<file path="config.mk">
export PLATFORM = sky130hd
export DESIGN_NAME = spi_flash_op_sequencer_unit
export DESIGN_NICKNAME = d
export VERILOG_FILES = /design/src/rtl/core/sfos_pkg.sv /design/src/rtl/core/sfos_step.sv /design/src/rtl/core/spi_flash_op_sequencer_unit.sv
export VERILOG_INCLUDE_DIRS = /design/src /design/src/rtl/core
export SDC_FILE = /design/constraint.sdc
export NUM_CORES = 1
export LEC_CHECK = 0
export BUFFER_PORTS_ARGS = -buffer_cell sky130_fd_sc_hd__buf_4
export CAP_MARGIN = 20
export CELL_PAD_IN_SITES_DETAIL_PLACEMENT = 1
export CELL_PAD_IN_SITES_GLOBAL_PLACEMENT = 1
export CORE_MARGIN = 2
export CORE_UTILIZATION = 30
export DETAILED_ROUTE_END_ITERATION = 8
export PLACE_DENSITY_LB_ADDON = 0.15
export SYNTH_ARGS = -nofsm -noshare
export SYNTH_HDL_FRONTEND = slang
export SYNTH_SLANG_ARGS = --single-unit
</file>
<file path="constraint.sdc">
create_clock -name clock -period 17.6 [get_ports clock]
set_input_delay 3.52 -clock clock [delete_from_list [all_inputs] [get_ports clock]]
set_output_delay 3.52 -clock clock [all_outputs]
set_load 0.02 [all_outputs]
</file>
<file path="src/rtl/core/spi_flash_op_sequencer_unit_macros.svh">
// ----------------------------------------------------------------------------
// SPI flash op sequencer assertion macros
// Shared concurrent assertion forms for the sequencer RTL.
// ----------------------------------------------------------------------------
`ifndef SPI_FLASH_OP_SEQUENCER_UNIT_MACROS_SVH
`define SPI_FLASH_OP_SEQUENCER_UNIT_MACROS_SVH

// Clocked check that is held off while reset is high.
`define SFOS_ASSERT(lbl, clk, rst, prop, msg) \
   lbl: assert property (@(posedge clk) disable iff (rst) prop) else $error(msg);

// Clocked check that also applies while reset is high.
`define SFOS_ASSERT_ALWAYS(lbl, clk, prop, msg) \
   lbl: assert property (@(posedge clk) prop) else $error(msg);

`endif

</file>
<file path="src/rtl/core/sfos_pkg.sv">
`timescale 1ns / 1ps
// ----------------------------------------------------------------------------
// SPI flash op sequencer package
// Types, codes and sizing constants shared by the sequencer modules.
// ----------------------------------------------------------------------------
package sfos_pkg;

   localparam int PAGE_BYTES = 256;
   localparam int ADDR_BITS  = 24;

   localparam int WRAP_BITS = (ADDR_BITS < 24) ? ADDR_BITS : 24;
   localparam logic [23:0] WRAP_MASK  = 24'((64'd1 << WRAP_BITS) - 64'd1);
   localparam logic [23:0] PAGE_ADDR  = 24'(PAGE_BYTES);
   localparam logic [24:0] PAGE_COUNT = 25'(PAGE_BYTES);
   localparam logic [31:0] PAGE_BUF   = 32'(PAGE_BYTES);

   localparam int CSR_INDEX_BITS = 2;

   localparam logic [CSR_INDEX_BITS-1:0] CSR_DEFAULT_TIMEOUT = 2'd0;
   localparam logic [CSR_INDEX_BITS-1:0] CSR_PROGRAM_TIMEOUT = 2'd1;
   localparam logic [CSR_INDEX_BITS-1:0] CSR_ERASE_TIMEOUT   = 2'd2;
   localparam logic [CSR_INDEX_BITS-1:0] CSR_READ_DUMMY      = 2'd3;

   localparam logic [31:0] RST_DEFAULT_TIMEOUT = 32'd5000;
   localparam logic [31:0] RST_PROGRAM_TIMEOUT = 32'd5;
   localparam logic [31:0] RST_ERASE_TIMEOUT   = 32'd3000;
   localparam logic [3:0]  RST_READ_DUMMY      = 4'd10;

   localparam logic [3:0] CMD_READ     = 4'd0;
   localparam logic [3:0] CMD_ERASE    = 4'd1;
   localparam logic [3:0] CMD_WRITE    = 4'd2;
   localparam logic [3:0] CMD_CMD_DONE = 4'd3;
   localparam logic [3:0] CMD_TX_DONE  = 4'd4;
   localparam logic [3:0] CMD_RX_DONE  = 4'd5;
   localparam logic [3:0] CMD_MATCH    = 4'd6;
   localparam logic [3:0] CMD_TICK     = 4'd7;
   localparam logic [3:0] CMD_REJECTED = 4'd8;

   localparam logic [2:0] ACT_NONE     = 3'd0;
   localparam logic [2:0] ACT_WREN     = 3'd1;
   localparam logic [2:0] ACT_POLL_WEL = 3'd2;
   localparam logic [2:0] ACT_POLL_RDY = 3'd3;
   localparam logic [2:0] ACT_ERASE    = 3'd4;
   localparam logic [2:0] ACT_PROGRAM  = 3'd5;
   localparam logic [2:0] ACT_READ     = 3'd6;

   localparam logic [1:0] ST_OK    = 2'd0;
   localparam logic [1:0] ST_BUSY  = 2'd1;
   localparam logic [1:0] ST_ERROR = 2'd2;

   localparam logic [3:0] PHASE_IDLE_CODE = 4'd0;
   localparam logic [3:0] PHASE_READ_CODE = 4'd1;

   typedef enum logic [15:0] {
      PH_IDLE    = 16'h0001,
      PH_READ    = 16'h0002,
      PH_ER_WREN = 16'h0004,
      PH_ER_WEL  = 16'h0008,
      PH_ER_SENT = 16'h0010,
      PH_ER_POLL = 16'h0020,
      PH_PG_WREN = 16'h0040,
      PH_PG_WEL  = 16'h0080,
      PH_PG_PEND = 16'h0100,
      PH_PG_DATA = 16'h0200,
      PH_PG_POLL = 16'h0400,
      PH_LS_WREN = 16'h0800,
      PH_LS_WEL  = 16'h1000,
      PH_LS_PEND = 16'h2000,
      PH_LS_DATA = 16'h4000,
      PH_LS_POLL = 16'h8000
   } phase_type;

   typedef struct packed {
      logic [31:0] default_timeout;
      logic [31:0] program_timeout;
      logic [31:0] erase_timeout;
      logic [3:0]  read_dummy;
   } cfg_type;

   typedef struct packed {
      phase_type   phase;
      logic [23:0] cur_addr;
      logic [24:0] bytes_left;
      logic [31:0] buf_ptr;
      logic [31:0] elapsed;
      logic [31:0] limit;
      logic [1:0]  status;
   } state_type;

   typedef struct packed {
      logic [3:0]  cmd;
      logic [23:0] flash_address;
      logic [24:0] byte_count;
      logic [31:0] buffer_address;
      logic        from_this_controller;
   } req_type;

   typedef struct packed {
      logic [2:0]  action;
      logic [23:0] action_address;
      logic [24:0] action_count;
      logic [31:0] action_buffer;
      logic [3:0]  action_dummy;
      logic [3:0]  phase;
      logic [1:0]  op_status;
      logic        request_refused;
   } rsp_type;

endpackage

</file>
<file path="src/rtl/core/sfos_step.sv">
`timescale 1ns / 1ps
// ----------------------------------------------------------------------------
// SPI flash op sequencer step
// Next-state and action logic for one request or controller event.
// ----------------------------------------------------------------------------
module sfos_step (
   input  sfos_pkg::cfg_type   cfg,
   input  sfos_pkg::state_type state,
   input  sfos_pkg::req_type   req,
   output sfos_pkg::state_type state_next,
   output sfos_pkg::rsp_type   result
);
   import sfos_pkg::*;

   state_type   nxt;
   rsp_type     res;
   logic [23:0] next_page_addr;
   logic [24:0] page_left;
   logic [31:0] tick_elapsed;

   function automatic logic [3:0] phase_code(phase_type p);
      logic [3:0] code;
      case (p)
         PH_IDLE:    code = 4'd0;
         PH_READ:    code = 4'd1;
         PH_ER_WREN: code = 4'd2;
         PH_ER_WEL:  code = 4'd3;
         PH_ER_SENT: code = 4'd4;
         PH_ER_POLL: code = 4'd5;
         PH_PG_WREN: code = 4'd6;
         PH_PG_WEL:  code = 4'd7;
         PH_PG_PEND: code = 4'd8;
         PH_PG_DATA: code = 4'd9;
         PH_PG_POLL: code = 4'd10;
         PH_LS_WREN: code = 4'd11;
         PH_LS_WEL:  code = 4'd12;
         PH_LS_PEND: code = 4'd13;
         PH_LS_DATA: code = 4'd14;
         PH_LS_POLL: code = 4'd15;
         default:    code = 4'd0;
      endcase
      return code;
   endfunction

   assign next_page_addr = 24'({1'b0, state.cur_addr} + {1'b0, PAGE_ADDR}) & WRAP_MASK;
   assign page_left      = (state.bytes_left >= PAGE_COUNT) ?
                           (state.bytes_left - PAGE_COUNT) : 25'd0;
   assign tick_elapsed   = (&state.elapsed) ? state.elapsed : (state.elapsed + 32'd1);

   always_comb begin
      nxt = state;
      res = '0;
      case (req.cmd)
         CMD_READ, CMD_ERASE, CMD_WRITE: begin
            if (state.phase != PH_IDLE) begin
               res.request_refused = 1'b1;
            end else if (req.cmd == CMD_ERASE) begin
               nxt.cur_addr = req.flash_address & WRAP_MASK;
               nxt.phase    = PH_ER_WREN;
               nxt.status   = ST_BUSY;
               nxt.elapsed  = '0;
               nxt.limit    = cfg.default_timeout;
               res.action   = ACT_WREN;
            end else if (req.byte_count == '0) begin
               nxt.status = ST_OK;
            end else if (req.cmd == CMD_READ) begin
               nxt.cur_addr       = req.flash_address & WRAP_MASK;
               nxt.buf_ptr        = req.buffer_address;
               nxt.bytes_left     = req.byte_count;
               nxt.phase          = PH_READ;
               nxt.status         = ST_BUSY;
               nxt.elapsed        = '0;
               nxt.limit          = cfg.default_timeout;
               res.action         = ACT_READ;
               res.action_address = req.flash_address & WRAP_MASK;
               res.action_count   = req.byte_count;
               res.action_buffer  = req.buffer_address;
               res.action_dummy   = cfg.read_dummy;
            end else begin
               nxt.cur_addr   = req.flash_address & WRAP_MASK;
               nxt.buf_ptr    = req.buffer_address;
               nxt.bytes_left = req.byte_count;
               nxt.phase      = (req.byte_count >= PAGE_COUNT) ? PH_PG_WREN : PH_LS_WREN;
               nxt.status     = ST_BUSY;
               nxt.elapsed    = '0;
               nxt.limit      = cfg.default_timeout;
               res.action     = ACT_WREN;
            end
         end
         CMD_TICK: begin
            nxt.elapsed = tick_elapsed;
            if (state.phase inside {PH_PG_PEND, PH_LS_PEND}) begin
               res.action         = ACT_PROGRAM;
               res.action_address = state.cur_addr;
               res.action_count   = (state.phase == PH_PG_PEND) ? PAGE_COUNT : state.bytes_left;
               res.action_buffer  = state.buf_ptr;
               nxt.phase          = (state.phase == PH_PG_PEND) ? PH_PG_DATA : PH_LS_DATA;
               nxt.status         = ST_BUSY;
               nxt.elapsed        = '0;
               nxt.limit          = cfg.program_timeout;
            end
            if (nxt.phase != PH_IDLE && nxt.elapsed >= nxt.limit) begin
               nxt.phase  = PH_IDLE;
               nxt.status = ST_ERROR;
            end
         end
         CMD_CMD_DONE: begin
            if (req.from_this_controller) begin
               if (state.phase inside {PH_ER_WREN, PH_PG_WREN, PH_LS_WREN}) begin
                  case (state.phase)
                     PH_ER_WREN: nxt.phase = PH_ER_WEL;
                     PH_PG_WREN: nxt.phase = PH_PG_WEL;
                     default:    nxt.phase = PH_LS_WEL;
                  endcase
                  nxt.elapsed = '0;
                  nxt.limit   = cfg.default_timeout;
                  res.action  = ACT_POLL_WEL;
               end else if (state.phase == PH_ER_SENT) begin
                  nxt.phase   = PH_ER_POLL;
                  nxt.status  = ST_BUSY;
                  nxt.elapsed = '0;
                  nxt.limit   = cfg.default_timeout;
                  res.action  = ACT_POLL_RDY;
               end
            end
         end
         CMD_TX_DONE: begin
            if (req.from_this_controller && (state.phase inside {PH_PG_DATA, PH_LS_DATA})) begin
               nxt.phase   = (state.phase == PH_PG_DATA) ? PH_PG_POLL : PH_LS_POLL;
               nxt.status  = ST_BUSY;
               nxt.elapsed = '0;
               nxt.limit   = cfg.default_timeout;
               res.action  = ACT_POLL_RDY;
            end
         end
         CMD_RX_DONE: begin
            if (req.from_this_controller && state.phase == PH_READ) begin
               nxt.phase  = PH_IDLE;
               nxt.status = ST_OK;
            end
         end
         CMD_MATCH: begin
            if (req.from_this_controller) begin
               if (state.phase == PH_ER_WEL) begin
                  nxt.phase          = PH_ER_SENT;
                  nxt.status         = ST_BUSY;
                  nxt.elapsed        = '0;
                  nxt.limit          = cfg.erase_timeout;
                  res.action         = ACT_ERASE;
                  res.action_address = state.cur_addr;
               end else if (state.phase inside {PH_ER_POLL, PH_LS_POLL}) begin
                  nxt.phase  = PH_IDLE;
                  nxt.status = ST_OK;
               end else if (state.phase == PH_PG_WEL) begin
                  nxt.phase = PH_PG_PEND;
               end else if (state.phase == PH_LS_WEL) begin
                  nxt.phase = PH_LS_PEND;
               end else if (state.phase == PH_PG_POLL) begin
                  nxt.cur_addr   = next_page_addr;
                  nxt.buf_ptr    = state.buf_ptr + PAGE_BUF;
                  nxt.bytes_left = page_left;
                  if (page_left == '0) begin
                     nxt.phase  = PH_IDLE;
                     nxt.status = ST_OK;
                  end else begin
                     nxt.phase   = (page_left >= PAGE_COUNT) ? PH_PG_WREN : PH_LS_WREN;
                     nxt.elapsed = '0;
                     nxt.limit   = cfg.default_timeout;
                     res.action  = ACT_WREN;
                  end
               end
            end
         end
         CMD_REJECTED: begin
            if (req.from_this_controller && state.phase != PH_IDLE) begin
               nxt.phase  = PH_IDLE;
               nxt.status = ST_ERROR;
            end
         end
         default: begin
         end
      endcase
   end

   always_comb begin
      result           = res;
      result.phase     = phase_code(nxt.phase);
      result.op_status = nxt.status;
   end

   assign state_next = nxt;

endmodule

</file>
<file path="src/rtl/core/spi_flash_op_sequencer_unit.sv">
`timescale 1ns / 1ps
// ----------------------------------------------------------------------------
// SPI flash op sequencer unit
// Turns flash requests and controller events into controller actions.
// ----------------------------------------------------------------------------
//   Channel   Direction   Handshake          Word
//   req_      in          valid / stall      one request or controller event
//   rsp_      out         valid / stall      one action with phase and status
//   csr_      in          valid / ready      register index and write data
//
// Each accepted word yields one registered response word, one word per cycle
// sustained while rsp_stall is low; the single step block sets that figure.
// A response register plus one skid register let a word be taken while the
// previous response is still stalled; req_stall rises only when both are full.
// Synchronous reset idles the sequencer, loads CSR defaults, clears valid bits.
// csr_ready is always high.
// ----------------------------------------------------------------------------
module spi_flash_op_sequencer_unit (
   input  logic                                clock,
   input  logic                                reset,
   input  logic                                req_valid,
   output logic                                req_stall,
   input  logic [3:0]                          req_cmd,
   input  logic [23:0]                         req_flash_address,
   input  logic [24:0]                         req_byte_count,
   input  logic [31:0]                         req_buffer_address,
   input  logic                                req_from_this_controller,
   output logic                                rsp_valid,
   input  logic                                rsp_stall,
   output logic [2:0]                          rsp_action,
   output logic [23:0]                         rsp_action_address,
   output logic [24:0]                         rsp_action_count,
   output logic [31:0]                         rsp_action_buffer,
   output logic [3:0]                          rsp_action_dummy,
   output logic [3:0]                          rsp_phase,
   output logic [1:0]                          rsp_op_status,
   output logic                                rsp_request_refused,
   input  logic                                csr_valid,
   output logic                                csr_ready,
   input  logic [sfos_pkg::CSR_INDEX_BITS-1:0] csr_index,
   input  logic [31:0]                         csr_data
);
   import sfos_pkg::*;

   `include "spi_flash_op_sequencer_unit_macros.svh"

   cfg_type   cfg_ff, cfg_in;
   state_type state_ff, state_next;
   req_type   req;
   rsp_type   step_rsp;
   rsp_type   out_ff, out_in;
   rsp_type   skid_ff, skid_in;
   logic      out_valid_ff, out_valid_in;
   logic      skid_valid_ff, skid_valid_in;
   logic      req_acc;
   logic      out_take;

   assign csr_ready = 1'b1;
   assign req_stall = skid_valid_ff;
   assign req_acc   = req_valid && !req_stall;
   assign out_take  = out_valid_ff && !rsp_stall;

   assign req = '{cmd: req_cmd, flash_address: req_flash_address,
                  byte_count: req_byte_count, buffer_address: req_buffer_address,
                  from_this_controller: req_from_this_controller};

   sfos_step u_step (
      .cfg        (cfg_ff),
      .state      (state_ff),
      .req        (req),
      .state_next (state_next),
      .result     (step_rsp)
   );

   always_comb begin
      cfg_in = cfg_ff;
      if (csr_valid && csr_ready) begin
         case (csr_index)
            CSR_DEFAULT_TIMEOUT: cfg_in.default_timeout = csr_data;
            CSR_PROGRAM_TIMEOUT: cfg_in.program_timeout = csr_data;
            CSR_ERASE_TIMEOUT:   cfg_in.erase_timeout   = csr_data;
            CSR_READ_DUMMY:      cfg_in.read_dummy      = csr_data[3:0];
            default: begin
            end
         endcase
      end
   end

   always_comb begin
      out_in        = out_ff;
      out_valid_in  = out_valid_ff;
      skid_in       = skid_ff;
      skid_valid_in = skid_valid_ff;
      if (!out_valid_ff || out_take) begin
         if (skid_valid_ff) begin
            out_in        = skid_ff;
            out_valid_in  = 1'b1;
            skid_in       = step_rsp;
            skid_valid_in = req_acc;
         end else begin
            out_in       = step_rsp;
            out_valid_in = req_acc;
         end
      end else if (req_acc) begin
         skid_in       = step_rsp;
         skid_valid_in = 1'b1;
      end
   end

   always_ff @(posedge clock) begin
      if (reset) begin
         cfg_ff.default_timeout <= RST_DEFAULT_TIMEOUT;
         cfg_ff.program_timeout <= RST_PROGRAM_TIMEOUT;
         cfg_ff.erase_timeout   <= RST_ERASE_TIMEOUT;
         cfg_ff.read_dummy      <= RST_READ_DUMMY;
         state_ff.phase         <= PH_IDLE;
         state_ff.cur_addr      <= '0;
         state_ff.bytes_left    <= '0;
         state_ff.buf_ptr       <= '0;
         state_ff.elapsed       <= '0;
         state_ff.limit         <= RST_DEFAULT_TIMEOUT;
         state_ff.status        <= ST_OK;
         out_valid_ff           <= 1'b0;
         skid_valid_ff          <= 1'b0;
      end else begin
         cfg_ff        <= cfg_in;
         out_valid_ff  <= out_valid_in;
         skid_valid_ff <= skid_valid_in;
         if (req_acc) begin
            state_ff <= state_next;
         end
      end
   end

   always_ff @(posedge clock) begin
      out_ff  <= out_in;
      skid_ff <= skid_in;
   end

   assign rsp_valid           = out_valid_ff;
   assign rsp_action          = out_ff.action;
   assign rsp_action_address  = out_ff.action_address;
   assign rsp_action_count    = out_ff.action_count;
   assign rsp_action_buffer   = out_ff.action_buffer;
   assign rsp_action_dummy    = out_ff.action_dummy;
   assign rsp_phase           = out_ff.phase;
   assign rsp_op_status       = out_ff.op_status;
   assign rsp_request_refused = out_ff.request_refused;

   `SFOS_ASSERT(a_skid_behind_out, clock, reset,
      skid_valid_ff |-> out_valid_ff,
      "skid word without response word")
   `SFOS_ASSERT(a_stalled_goes_skid, clock, reset,
      (req_acc && out_valid_ff && rsp_stall) |=> skid_valid_ff,
      "word lost behind stalled response")
   `SFOS_ASSERT(a_refused_busy, clock, reset,
      (rsp_valid && rsp_request_refused) |-> (rsp_phase != PHASE_IDLE_CODE),
      "request refused while idle")
   `SFOS_ASSERT(a_error_idle, clock, reset,
      (rsp_valid && rsp_op_status == ST_ERROR) |-> (rsp_phase == PHASE_IDLE_CODE),
      "error status outside idle")
   `SFOS_ASSERT(a_read_phase, clock, reset,
      (rsp_valid && rsp_action == ACT_READ) |-> (rsp_phase == PHASE_READ_CODE),
      "read issued outside read phase")

endmodule
</file>
---- Yosys cells after proc, flatten, opt, wreduce, memory -nomap -nowiden ----
Cells that the tools add are included.
storage, ports and cells
  RAM bits ................................ 0
  memory bits (read-only) ................. 0
  memories ................................ 0
  word-level logic and storage cells ...... 223
  input port bits ......................... 125
  bits in latches ......................... 0
  bits in registers ....................... 455
cells by class
  bitwise gates (word level) .............. 0
  div/mod/pow operators ................... 0
  multipliers ............................. 0
  shifts and indexed selects .............. 0
  equality and inequality tests ........... 62
  add/subtract/negate cells ............... 4
  mux-type cells .......................... 93
  reduce and logical (&&, ||, !) cells .... 31
  magnitude comparators ................... 4
operators with widths
  cell                                                                    number
  163-bit 2-to-1 mux                                                      10
  66-bit 2-to-1 mux                                                       7
  95-bit 2-to-1 mux                                                       4
  64-bit case mux with 5 select lines                                     1
  147-bit 2-to-1 mux                                                      2
  16-bit 2-to-1 mux                                                       15
  88-bit 2-to-1 mux                                                       2
  85-bit 2-to-1 mux                                                       2
  81-bit case mux with 2 select lines                                     1
  161-bit 2-to-1 mux                                                      1
  145-bit 2-to-1 mux                                                      1
  64-bit 2-to-1 mux                                                       2
  57-bit case mux with 2 select lines                                     1
  16-bit case mux with 7 select lines                                     1
  84-bit 2-to-1 mux                                                       1
  81-bit 2-to-1 mux                                                       1
  25-bit by 9-bit >= comparator with 1-bit output, second input constant  3
  24-bit case mux with 3 select lines                                     1
  4-bit case mux with 15 select lines                                     1
  57-bit 2-to-1 mux                                                       1
  25-bit zero test                                                        2
  25-bit 2-to-1 mux                                                       2
  40-bit 2-to-1 mux                                                       1
  32-bit by 1-bit adder with 32-bit output, second input constant         1
  other kinds (56)                                                        130

---- Logic depth before layout (Yosys ltp) ----
Gate-level depths: netlist of the first run.
  word-level depth ........................ 22
  depth in mapped cells ................... 25

---- Hierarchy ----
From an unflattened synthesis of the first run, not the netlist that was laid out.
unflattened totals
  cell total of the unflattened synthesis .. 2960
  area total of the unflattened synthesis .. 25318.0 um2
by module, submodules not included
  module                       cells each  area an instance (um2)  instances
  spi_flash_op_sequencer_unit  1447        16066.7                 1
  sfos_step                    1513        9251.4                  1

---- Worst setup path after synthesis of the first run ----
No wires, ideal clock.
  path kind ............................... input to register
  from .................................... in rsp_stall
  to ...................................... reg skid_ff[0] in the netlist's numbering, enable pin
  buffers on the path ..................... 0
  arrival time ............................ 12539 ps
  setup slack ............................. 4382 ps
  data required time ...................... 16921 ps
  stages on the path ...................... 2
  setup time .............................. 679 ps
  cells stage by stage .................... nand2_1 o21ai_0
between the ends
  longest elaborated chain between the ends .. 5
  elaborated cells between the ends (all ways) .. 6
RTL lines
  what                                                                  RTL line                            RTL
  start: declaration                                                    spi_flash_op_sequencer_unit.sv:29   input logic rsp_stall,
  1-bit zero test (*)                                                   spi_flash_op_sequencer_unit.sv:61   assign out_take = out_valid_ff && !rsp_stall;
  1-bit logical AND (*)                                                 spi_flash_op_sequencer_unit.sv:61
  1-bit logical OR (*)                                                  spi_flash_op_sequencer_unit.sv:94   if (!out_valid_ff || out_take) begin
  2-bit != test (no source line) or 2-bit nonzero test (tied branches)  n/a
  2-bit AND reduction (no source line) (*)                              n/a
  end signal: assignment                                                spi_flash_op_sequencer_unit.sv:137  skid_ff <= skid_in;
  end: declaration                                                      spi_flash_op_sequencer_unit.sv:52   rsp_type skid_ff, skid_in;
Every way passes the cells marked *; elsewhere a longest branch is shown, timed or not.
A chain may end at the register's enable or synchronous reset.

---- Final worst setup path of the first run ----
  from .................................... reg state_ff[151] in the netlist's numbering
  to ...................................... reg out_ff, in the netlist rsp_phase[1] (data pin)
between the ends
  longest elaborated chain between the ends .. 17
  elaborated cells between the ends (all ways) .. 73
RTL lines
  what                                                           RTL line                            RTL
  start: declaration                                             spi_flash_op_sequencer_unit.sv:48   state_type state_ff, state_next;
  start signal: assignment                                       spi_flash_op_sequencer_unit.sv:130  state_ff <= state_next;
  branches (longest 13 deep; another with 32-bit >= comparator)  n/a
  16-bit case mux with 7 select lines (*)                        sfos_step.sv:53                     case (req.cmd)
  16-bit equality test (tied with other cells)                   sfos_step.sv:23                     case (p)
  4-bit case mux with 15 select lines (*)                        sfos_step.sv:23
  95-bit 2-to-1 mux (*)                                          spi_flash_op_sequencer_unit.sv:95   if (skid_valid_ff) begin
  end signal: assignment                                         spi_flash_op_sequencer_unit.sv:136  out_ff <= out_in;
  end: declaration                                               spi_flash_op_sequencer_unit.sv:51   rsp_type out_ff, out_in;
Every way passes the cells marked *. The select of a mux whose other input is x is not followed.

==> flow_metrics.py, run 1 <==
metrics = {
    "outcome": {
        "status": "completed",
    },
    "power_and_ir_drop": {
        "p_leak_uw": 0.00996,
        "peakVddDrop_mv": 0.0688,
        "power_density_nw_per_um2": 94.4,
    },
    "drt": {
        "wl_per_cell_um": 22.4,
        "routed_via_density": 5.43,
        "first_pass_iters": 5,
        "drtIter0Drc": 855,
        "drc_errors": 0,
        "ant_nets": 0,
        "vias": 19700,
        "wirelength_mm": 81.5,
    },
    "synthesis": {
        "ys_seq_area_share_pct": 48.3,
        "synth_seq_cells": 455,
        "synth_area_leader_cell": "edfxtp_1",
        "yosysMostFrequentCell": "nand2_1",
        "synth_commonest_cells": "358 x nand2_1, 285 x nor2_1, 265 x dfxtp_1",
        "synth_top_area_share_pct": 25.0,
        "netlist_area_um2": 22800,
        "yosysWarnings": 0,
        "synth_edf_count": 190,
        "ys.flop_type": "dfxtp_1",
        "avgSynthCellArea_um2": 9.22,
        "synthCells": 2472,
        "synth_fp_nets": 2634,
        "async_flop_share_pct": 0,
        "ys_types": 88,
        "synth_area_leaders": "edfxtp_1 25%, dfxtp_1 23%, nand2_1 5.9%",
    },
    "cts": {
        "clk_path_buf_depth": 3,
        "postCtsResizedCells": 0,
        "numCtsBuffers": 54,
        "htree_levels": 2,
        "post_cts_buffers": 0,
        "cts-root-buf": "clkbuf_16",
        "cts_hold_buffers": 0,
        "cts_tree": "built",
        "path_clk_slew_ns": 0.06,
        "clk_latency_ns": 0.62,
        "clock_sinks": 455,
    },
    "timing": {
        "clock.fmax_ghz": 0.140,
        "drv_slew": 0,
        "tns_ns": 0,
        "final_hold_viol_count": 0,
        "fin_crit_ns": 7.15,
        "skew_ns": 0.0339,
        "hold_ws_ns": 0.455,
        "worstMarginPinSlew_ns": 1.09,
        "fin_crit_sh_pct": 40.6,
        "rsz0062_at_grt": "no",
        "setup_viol": 0,
        "relSlewSlack_pct": 27.4,
        "timing.final.ws_setup_ns": 10.45,
    },
    "critical_path": {
        "end_kind": "flop",
        "cp_max_fo": 35,
        "path_class": "flop to flop",
        "timing.rr.end": "rsp_phase[1]$_DFFE_PN_",
        "worstPathRequired_ns": 18.06,
        "r2r_setup_slack_ns": 10.45,
        "slowest_delay_ns": 0.62,
        "crit_slowest_cell": "or4_1",
        "cp-start-kind": "flop",
        "crit_arrival_ns": 7.61,
        "path_cells": "nor4_2, nand2_1, a21oi_4, buf_4, buf_4, mux2i_1, ha_1, nand4_1, or3_1, o32a_1, a211oi_1, a21oi_2, a21oi_2, o22ai_1, or4_1, or4b_1, o22ai_2, mux2_1",
        "r2r_cells": 18,
        "r2r_start": "state_ff[151]$_SDFFE_PP0P_",
    },
    "grt": {
        "grt_pass1_wl_mm": 125,
        "grt_max_degree": 93,
        "overflow": 0,
        "track_usage_pct": 20.4,
        "grt_pass1_vias": 20500,
        "antenna_found_initial": 1,
    },
    "min_path": {
        "hold_path.class": "flop to flop",
        "min_to": "cfg_ff[96]$_SDFFE_PP0P_",
        "hold_depth": 2,
        "hp-start": "cfg_ff[96]$_SDFFE_PP0P_",
    },
    "floorplan": {
        "die_h_um": 280,
        "pin_count": 223,
        "placementRows": 101,
        "dieWidth_um": 280,
        "core_um2": 75600,
        "dieArea_um2": 78200,
        "start_util_pct": 30.2,
    },
    "final_layout": {
        "layout-drive-gt1-share_pct": 18.1,
        "fin_nets": 2773,
        "num_antenna_cells": 0,
        "syn_to_final_growth_pct": 19.4,
        "num-fill-cells": 8618,
        "layout.cells.non_filler": 3632,
    },
    "place": {
        "pre_cts_ws_ns": 9.87,
        "gp_congestion": 0.868,
        "dp_cells": 3532,
        "port_buffers": 221,
        "dp_hpwl_mm": 56.5,
    },
    "job": {
        "drv_cap": 0,
    },
}
[state kept, by name, indices dropped and copies added, names as in the netlist, 2 cells and up]
register and flops:
rsp_phase 4, rsp_action_count 25, rsp_op_status 2, rsp_action_buffer 32, skid_ff 95, state_ff 163
rsp_action_address 24, cfg_ff 100, rsp_action 3, rsp_action_dummy 4
[power breakdown]
part           internal [uW]  leakage (uW)  switching [uW]
combinational           94.8       0.00508             176
sequential              1140       0.00401            22.2
clock                    675      0.000878             463
[cell type report]
class	instances	area (um^2)	area share, %
clock buffers	79	1570	5.76
clock inverters	20	221	0.814
inverters	19	73.8	0.271
multi-input cells	1821	11200	41.0
flip-flops and latches	455	11000	40.5
well taps	978	1220	4.50
repair buffers	260	1970	7.24
[how the worst max path moves through the flow]
stage,start,endpoint,slack (ns),cells past startpoint
3_5_place_dp,req_cmd[3],state_ff[68]$_SDFFE_PP0P_,9.87,10
4_1_cts,state_ff[151]$_SDFFE_PP0P_,rsp_phase[1]$_DFFE_PN_,10.49,18
6_report,state_ff[151]$_SDFFE_PP0P_,rsp_phase[1]$_DFFE_PN_,10.45,18
2_1_floorplan,rsp_stall,skid_ff[0]$_DFFE_PP_,4.38,2
3_3_place_gp,req_cmd[2],rsp_phase[1]$_DFFE_PN_,10.10,12
5_1_grt,state_ff[151]$_SDFFE_PP0P_,rsp_phase[1]$_DFFE_PN_,9.94,18
[routing by layer]
| metal | GRT usage, % | up-vias | wire (um) |
|---|---|---|---|
| met5 | 0 | - | 13 |
| met4 | 5.39 | 2 | 1850 |
| met3 | 2.77 | 103 | 2910 |
| met2 | 35.6 | 362 | 39900 |
| met1 | 26.5 | 9928 | 36700 |
| li1 | - | 9327 | - |
[layout by cell type, fill, tap and decap left out, types with 29 or more instances in the layout]
master,n
mux2_2,91
o21ai_0,54
a21oi_1,227
ha_1,37
nor3_1,83
a22oi_1,34
nand3_1,71
nor4_1,34
xor2_1,29
a22o_1,78
a221oi_1,49
edfxtp_1,190
nor2_1,282
buf_4,257
dfxtp_1,265
mux2i_1,45
nand2_1,357
clkbuf_16,57
[logic make-up (layout without fill, tap and decap cells)]
group / count (synthesis) / count (layout) / share of synthesized area [%]
other: 1 / 1 / 0.0164
AO/OA/AOI/OAI: 583 / 583 / 17.1
multiplexers: 137 / 137 / 6.52
XOR/XNOR: 54 / 54 / 2.07
flip-flops: 455 / 455 / 48.3
buffers and inverters: 196 / 378 / 3.29
AND/OR/NAND/NOR: 1009 / 1009 / 20.6
adder cells (fa/ha/maj): 37 / 37 / 2.03
[metrics by stage]
| stage | area (um^2) | util (%) | total power (uW) |
|---|---|---|---|
| 2_1_floorplan | 22800 | - | 1330 |
| 3_3_place_gp | 25400 | 33.6 | 1450 |
| 3_5_place_dp | 25400 | 33.6 | 1460 |
| 4_1_cts | 27200 | 36.0 | 2610 |
| 5_1_grt | 27200 | 36.0 | 2670 |
| 6_report | 27200 | 36.0 | 2570 |
[worst max-delay path, delay by kind of cell (launching register included)]
family | cells | cell delay (ns)
compound gates | 7 | 2.27
fa+ha+maj | 1 | 0.35
buf+inv | 2 | 0.97
flops | 1 | 0.39
mux | 2 | 0.35
simple gates | 6 | 2.61
(Power assumes the default switching activity.)
==> run 2: changes to the inputs <==
ABC_AREA = 1   (was default)
clock period = 7.49 ns   (was 17.6 ns; I/O delays follow)
==> run 2 against run 1 <==
Clock skew down 0.012 ns. Final cell count up 23%. Count of clock-buffer cells in the layout down 4. Hold slack better by 0.0020 ns. Non-clock buffer count down 5. Largest cell class unchanged.
==> flow_metrics.py, run 2 <==
metrics = {
    "floorplan": {
        "dieWidth_um": 288,
        "core_um2": 80200,
        "start_util_pct": 30.2,
        "placementRows": 104,
        "pin_count": 223,
        "dieArea_um2": 82900,
        "die_h_um": 288,
    },
    "cts": {
        "post_cts_buffers": 0,
        "htree_levels": 2,
        "cts-root-buf": "clkbuf_16",
        "clock_sinks": 455,
        "cts_tree": "built",
        "postCtsResizedCells": 0,
        "clk_path_buf_depth": 3,
        "numCtsBuffers": 54,
        "path_clk_slew_ns": 0.06,
        "cts_hold_buffers": 0,
        "clk_latency_ns": 0.63,
    },
    "synthesis": {
        "synth_area_leader_cell": "edfxtp_1",
        "ys_seq_area_share_pct": 45.5,
        "synth-simple-area-share_pct": 25.3,
        "synth_top_area_share_pct": 23.6,
        "synthAdderAreaFrac_pct": 1.92,
        "synth_area_leaders": "edfxtp_1 24%, dfxtp_1 22%, nand2_1 9.5%",
        "synth_compound_area_share_pct": 16.4,
        "synth_top_family_by_area": "simple AND/OR/NAND/NOR gates",
        "synth_xor_area_share_pct": 0.833,
        "synth_commonest_cells": "613 x nand2_1, 454 x nor2_1, 352 x inv_1",
        "synth_fp_nets": 3349,
        "netlist_area_um2": 24200,
        "synthCells": 3187,
        "yosysMostFrequentCell": "nand2_1",
        "ys_types": 64,
        "synth_seq_cells": 455,
        "yosysWarnings": 0,
        "synth_mux_area_share_pct": 1.47,
        "avgSynthCellArea_um2": 7.59,
        "async_flop_share_pct": 0,
        "synth_edf_count": 190,
        "ys.flop_type": "dfxtp_1",
    },
    "power_and_ir_drop": {
        "peakVddDrop_mv": 0.157,
        "power_density_nw_per_um2": 219,
        "p_leak_uw": 0.0116,
    },
    "grt": {
        "grt_pass1_vias": 23800,
        "grt_max_degree": 87,
        "overflow": 0,
        "track_usage_pct": 22.5,
        "grt_pass1_wl_mm": 144,
        "antenna_found_initial": 1,
    },
    "final_layout": {
        "final_common_cell": "nand2_1",
        "final_area_um2": 28600,
        "final_cell_mix": "612 x nand2_1, 449 x nor2_1, 351 x inv_1",
        "largest_reg_flops": 163,
        "fin_nets": 3508,
        "layout-drive-gt1-share_pct": 12.8,
        "top_register": "state_ff",
        "reg_top3": "state_ff x163, cfg_ff x100, skid_ff x95",
        "syn_to_final_growth_pct": 18.3,
    },
    "timing": {
        "fin_crit_ns": 5.71,
        "worstMarginPinSlew_ns": 1.04,
        "setup_viol": 0,
        "clock.fmax_ghz": 0.175,
        "skew_ns": 0.0223,
        "rsz0062_at_grt": "no",
        "fin_crit_sh_pct": 76.2,
        "tns_ns": 0,
        "relSlewSlack_pct": 30.1,
        "final_hold_viol_count": 0,
        "drv_slew": 0,
        "hold_ws_ns": 0.457,
    },
    "critical_path": {
        "worstPathRequired_ns": 7.87,
        "cp-start-kind": "flop",
        "end_kind": "flop",
        "path_class": "flop to flop",
        "worst_path_most_repeated_cell": "nand2_1",
        "timing.rr.end": "rsp_phase[2]$_DFFE_PN_",
        "r2r_start": "state_ff[154]$_SDFFE_PP0P_",
        "r2r_cells": 29,
        "r2r_setup_slack_ns": 1.78,
        "crit_slowest_cell": "inv_1",
        "cp_max_fo": 15,
        "slowest_delay_ns": 0.58,
        "crit_arrival_ns": 6.08,
    },
    "min_path": {
        "hold_path.class": "flop to flop",
        "hold_depth": 2,
        "hp-start": "cfg_ff[38]$_SDFFE_PP1P_",
        "min_to": "cfg_ff[38]$_SDFFE_PP1P_",
    },
    "outcome": {
        "status": "completed",
    },
    "place": {
        "dp_hpwl_mm": 65.7,
        "gp_congestion": 0.920,
        "placed_area_um2": 26800,
        "port_buffers": 221,
    },
    "drt": {
        "ant_nets": 0,
        "wl_per_cell_um": 21.4,
        "vias": 23200,
        "routed_via_density": 5.22,
        "drtIter0Drc": 1345,
        "drc_errors": 0,
        "wirelength_mm": 95.4,
        "first_pass_iters": 5,
    },
    "job": {
        "drv_cap": 0,
    },
}
## run 2: cell types whose count changed in the layout (fill, tap and decap cells not counted), sizes merged, moves of 88 or more
| cell | previous run | this run |
|---|---|---|
| nor2 | 285 | 483 |
| mux2 | 92 | 4 |
| o21ai | 60 | 283 |
| nand2 | 358 | 636 |
| inv | 20 | 365 |
| nand3 | 73 | 183 |
## run 2: cells by family (layout without fill, tap and decap cells)
group                      after synthesis  after routing
AOI/OAI and AO/OA                      701            701
and+or+nand+nor                       1414           1414
muxes                                   35             35
DFF                                    455            455
other                                    1              3
xor gates and xnor gates                23             23
buffers and inverters                  521            724
adders and majority gates               37             37
## run 2: cell type report
class	count	area (um^2)
Multi-Input combinational cell	2211	11200
Fill cell	9784	51600
Inverter	369	1400
Tap cell	1060	1330
Sequential cell	455	11000
Timing Repair Buffer	255	1930
Clock inverter	25	262
Clock buffer	75	1500
Antenna cell	2	5.00
## run 2: routing by layer
metal / wire (um) / up-vias / GRT usage (%)
met1: 44100 / 11600 / 30.3
li1: - / 11000 / -
met5: 0 / - / 0
met3: 4290 / 121 / 2.79
met2: 45100 / 507 / 38.4
met4: 1980 / 0 / 5.17
## run 2: how the worst max path moves through the flow
stage,startpoint,end
floorplan,rsp_stall,skid_ff[0]$_DFFE_PP_
global placement,req_cmd[3],state_ff[55]$_SDFFE_PP0P_
detailed placement,req_cmd[2],state_ff[56]$_SDFFE_PP0P_
CTS,state_ff[154]$_SDFFE_PP0P_,rsp_phase[2]$_DFFE_PN_
global route,state_ff[154]$_SDFFE_PP0P_,rsp_phase[0]$_DFFE_PN_
finish,state_ff[154]$_SDFFE_PP0P_,rsp_phase[2]$_DFFE_PN_
## run 2: power breakdown
| part | internal [uW] | switching, uW | total (uW) |
|---|---|---|---|
| Clock | 1540 | 1140 | 2680 |
| Sequential | 2700 | 68.2 | 2770 |
| Combinational | 248 | 569 | 817 |
## run 2: critical path, delay by kind of cell, from the launching register on
kind	cells	cell delay [ns]
simple gates	17	2.16
buf+inv	5	1.05
fa+ha+maj	1	0.30
flops	1	0.48
compound gates	6	1.47
## run 2: through the flow
step	util (%)	total power [uW]	setup slack (ns)	instances
global route	35.7	6520	1.36	4450
detailed placement	33.5	3640	1.69	4350
finish	35.7	6260	1.78	4452
CTS	35.7	6340	1.74	4450
floorplan	-	3300	0.505	3187
global placement	33.5	3620	1.72	4350
==> run 3: changes to the inputs <==
clock period = 5.8 ns   (was 7.49 ns; I/O delays follow)
==> run 3 against run 2 <==
Via count shrank 1.4%. Sequential cell count is the same. First-iteration DRC count rose by 11%. Combinational power grew 31%. Count of clock-buffer cells in the layout is 5 higher. Non-clock buffer count rose by 15. Critical path depth decreased by 1. Wire length fell by 0.55%. Highest routed layer unchanged.
==> flow_metrics.py, run 3 (same netlist as run 2, synthesis figures left out) <==
metrics = {
    "outcome": {
        "status": "completed",
    },
    "place": {
        "dp_cells": 4363,
        "port_buffers": 221,
        "dp_hpwl_mm": 67.4,
        "placed_area_um2": 26900,
        "gp_congestion": 0.908,
    },
    "final_layout": {
        "layout-drive-gt1-share_pct": 13.6,
        "final_cell_mix": "611 x nand2_1, 449 x nor2_1, 347 x inv_1",
        "layout.cells.non_filler": 4469,
        "final_common_cell": "nand2_1",
        "final_area_um2": 28700,
        "largest_reg_flops": 163,
        "syn_to_final_growth_pct": 18.9,
        "top_register": "state_ff",
        "reg_top3": "state_ff x163, cfg_ff x100, skid_ff x95",
        "fin_nets": 3524,
    },
    "drt": {
        "first_pass_iters": 5,
        "vias": 22900,
        "ant_nets": 0,
        "wirelength_mm": 94.8,
        "drtIter0Drc": 1492,
        "routed_via_density": 5.12,
        "wl_per_cell_um": 21.2,
        "drc_errors": 0,
    },
    "power_and_ir_drop": {
        "power_density_nw_per_um2": 280,
        "p_leak_uw": 0.0117,
        "peakVddDrop_mv": 0.214,
    },
    "grt": {
        "overflow": 0,
        "antenna_found_initial": 1,
        "use_met3_pct": 2.75,
        "met1_usage_pct": 30.3,
        "grt_max_degree": 81,
        "track_usage_pct": 22.6,
        "grt_pass1_wl_mm": 145,
        "met2_usage_pct": 38.5,
        "grt_pass1_vias": 24000,
        "busiest_layer": "met2",
    },
    "timing": {
        "drv_slew": 0,
        "setup_viol": 0,
        "clock.fmax_ghz": 0.186,
        "final_hold_viol_count": 0,
        "tns_ns": 0,
        "worstMarginPinSlew_ns": 0.999,
        "fin_crit_ns": 5.37,
        "skew_ns": 0.0413,
        "rsz0062_at_grt": "no",
        "fin_crit_sh_pct": 92.5,
        "relSlewSlack_pct": 33.0,
    },
    "job": {
        "drv_cap": 0,
    },
    "critical_path": {
        "end_kind": "flop",
        "worst_path_dominant_cell_family": "simple AND/OR/NAND/NOR gates",
        "worstPathRequired_ns": 6.27,
        "cp-start-kind": "flop",
        "cp_max_fo": 14,
        "slowest_delay_ns": 0.48,
        "crit_slowest_cell": "nor3_1",
        "worst-path-buf-inv": 6,
        "crit_arrival_ns": 5.84,
        "worst_path_most_repeated_cell": "nand2_2",
        "r2r_setup_slack_ns": 0.43,
        "path_class": "flop to flop",
    },
    "cts": {
        "htree_levels": 2,
        "clock_sinks": 455,
        "clk_path_buf_depth": 3,
        "cts_tree": "built",
        "cts_hold_buffers": 0,
        "cts-root-buf": "clkbuf_16",
        "path_clk_slew_ns": 0.06,
        "clk_latency_ns": 0.63,
        "numCtsBuffers": 55,
    },
    "floorplan": {
        "core_um2": 80200,
        "placementRows": 104,
        "pin_count": 223,
        "dieArea_um2": 82900,
        "dieWidth_um": 288,
        "die_h_um": 288,
        "start_util_pct": 30.2,
    },
    "min_path": {
        "hold_path.class": "flop to flop",
    },
}
[run 3: power breakdown]
| group | switching (uW) | leakage, uW | internal, uW |
|---|---|---|---|
| clock | 1470 | 0.000867 | 1930 |
| combinational | 743 | 0.00679 | 325 |
| sequential | 87.2 | 0.00401 | 3490 |
[run 3: final cells by class]
cell class | instances | area (um^2)
diodes | 1 | 2.50
clock buffers | 80 | 1570
clock inverters | 23 | 188
fillers | 9819 | 51400
inverters | 369 | 1400
multi-input cells | 2211 | 11200
flip-flops and latches | 455 | 11000
well taps | 1060 | 1330
repair buffers | 270 | 2050
[run 3: routing by layer]
metal / wire (um) / vias to the layer above
met5: 0 / -
met4: 2260 / 0
met3: 3520 / 122
met2: 44800 / 464
met1: 44200 / 11200
li1: - / 11100
[run 3: timing repair]
action / 4_1_cts / 5_1_grt
resized for setup: 0 / 7
hold endpoints to repair: 0 / 0
endpoints found under the setup margin: 0 / 8
buffers inserted: 0 / 2
[run 3: path summary, 6_finish.rpt]
kind,startpoint,depth (start not counted),endpoint
worst max-delay path,state_ff[153]$_SDFFE_PP0P_,28,rsp_phase[1]$_DFFE_PN_
worst min-delay path,cfg_ff[0]$_SDFFE_PP0P_,2,cfg_ff[0]$_SDFFE_PP0P_
worst max register to register,state_ff[153]$_SDFFE_PP0P_,28,rsp_phase[1]$_DFFE_PN_
worst min register to register,cfg_ff[0]$_SDFFE_PP0P_,2,cfg_ff[0]$_SDFFE_PP0P_
[run 3: tightest hold or removal path: stages (launching register included)]
cell and delay, ns:
dfxtp_1 0.30, inv_1 0.06, a21oi_1 0.05
[run 3: through the flow]
step | worst slack (ns) | util, % | total power, uW | hold WS [ns]
2_1_floorplan | 0.975 | - | 4260 | 0.429
3_3_place_gp | 0.431 | 33.6 | 4680 | 0.442
3_5_place_dp | 0.245 | 33.6 | 4710 | 0.448
4_1_cts | 0.206 | 35.8 | 8130 | 0.458
5_1_grt | 0.0124 | 35.8 | 8370 | 0.482
6_report | 0.432 | 35.9 | 8040 | 0.455
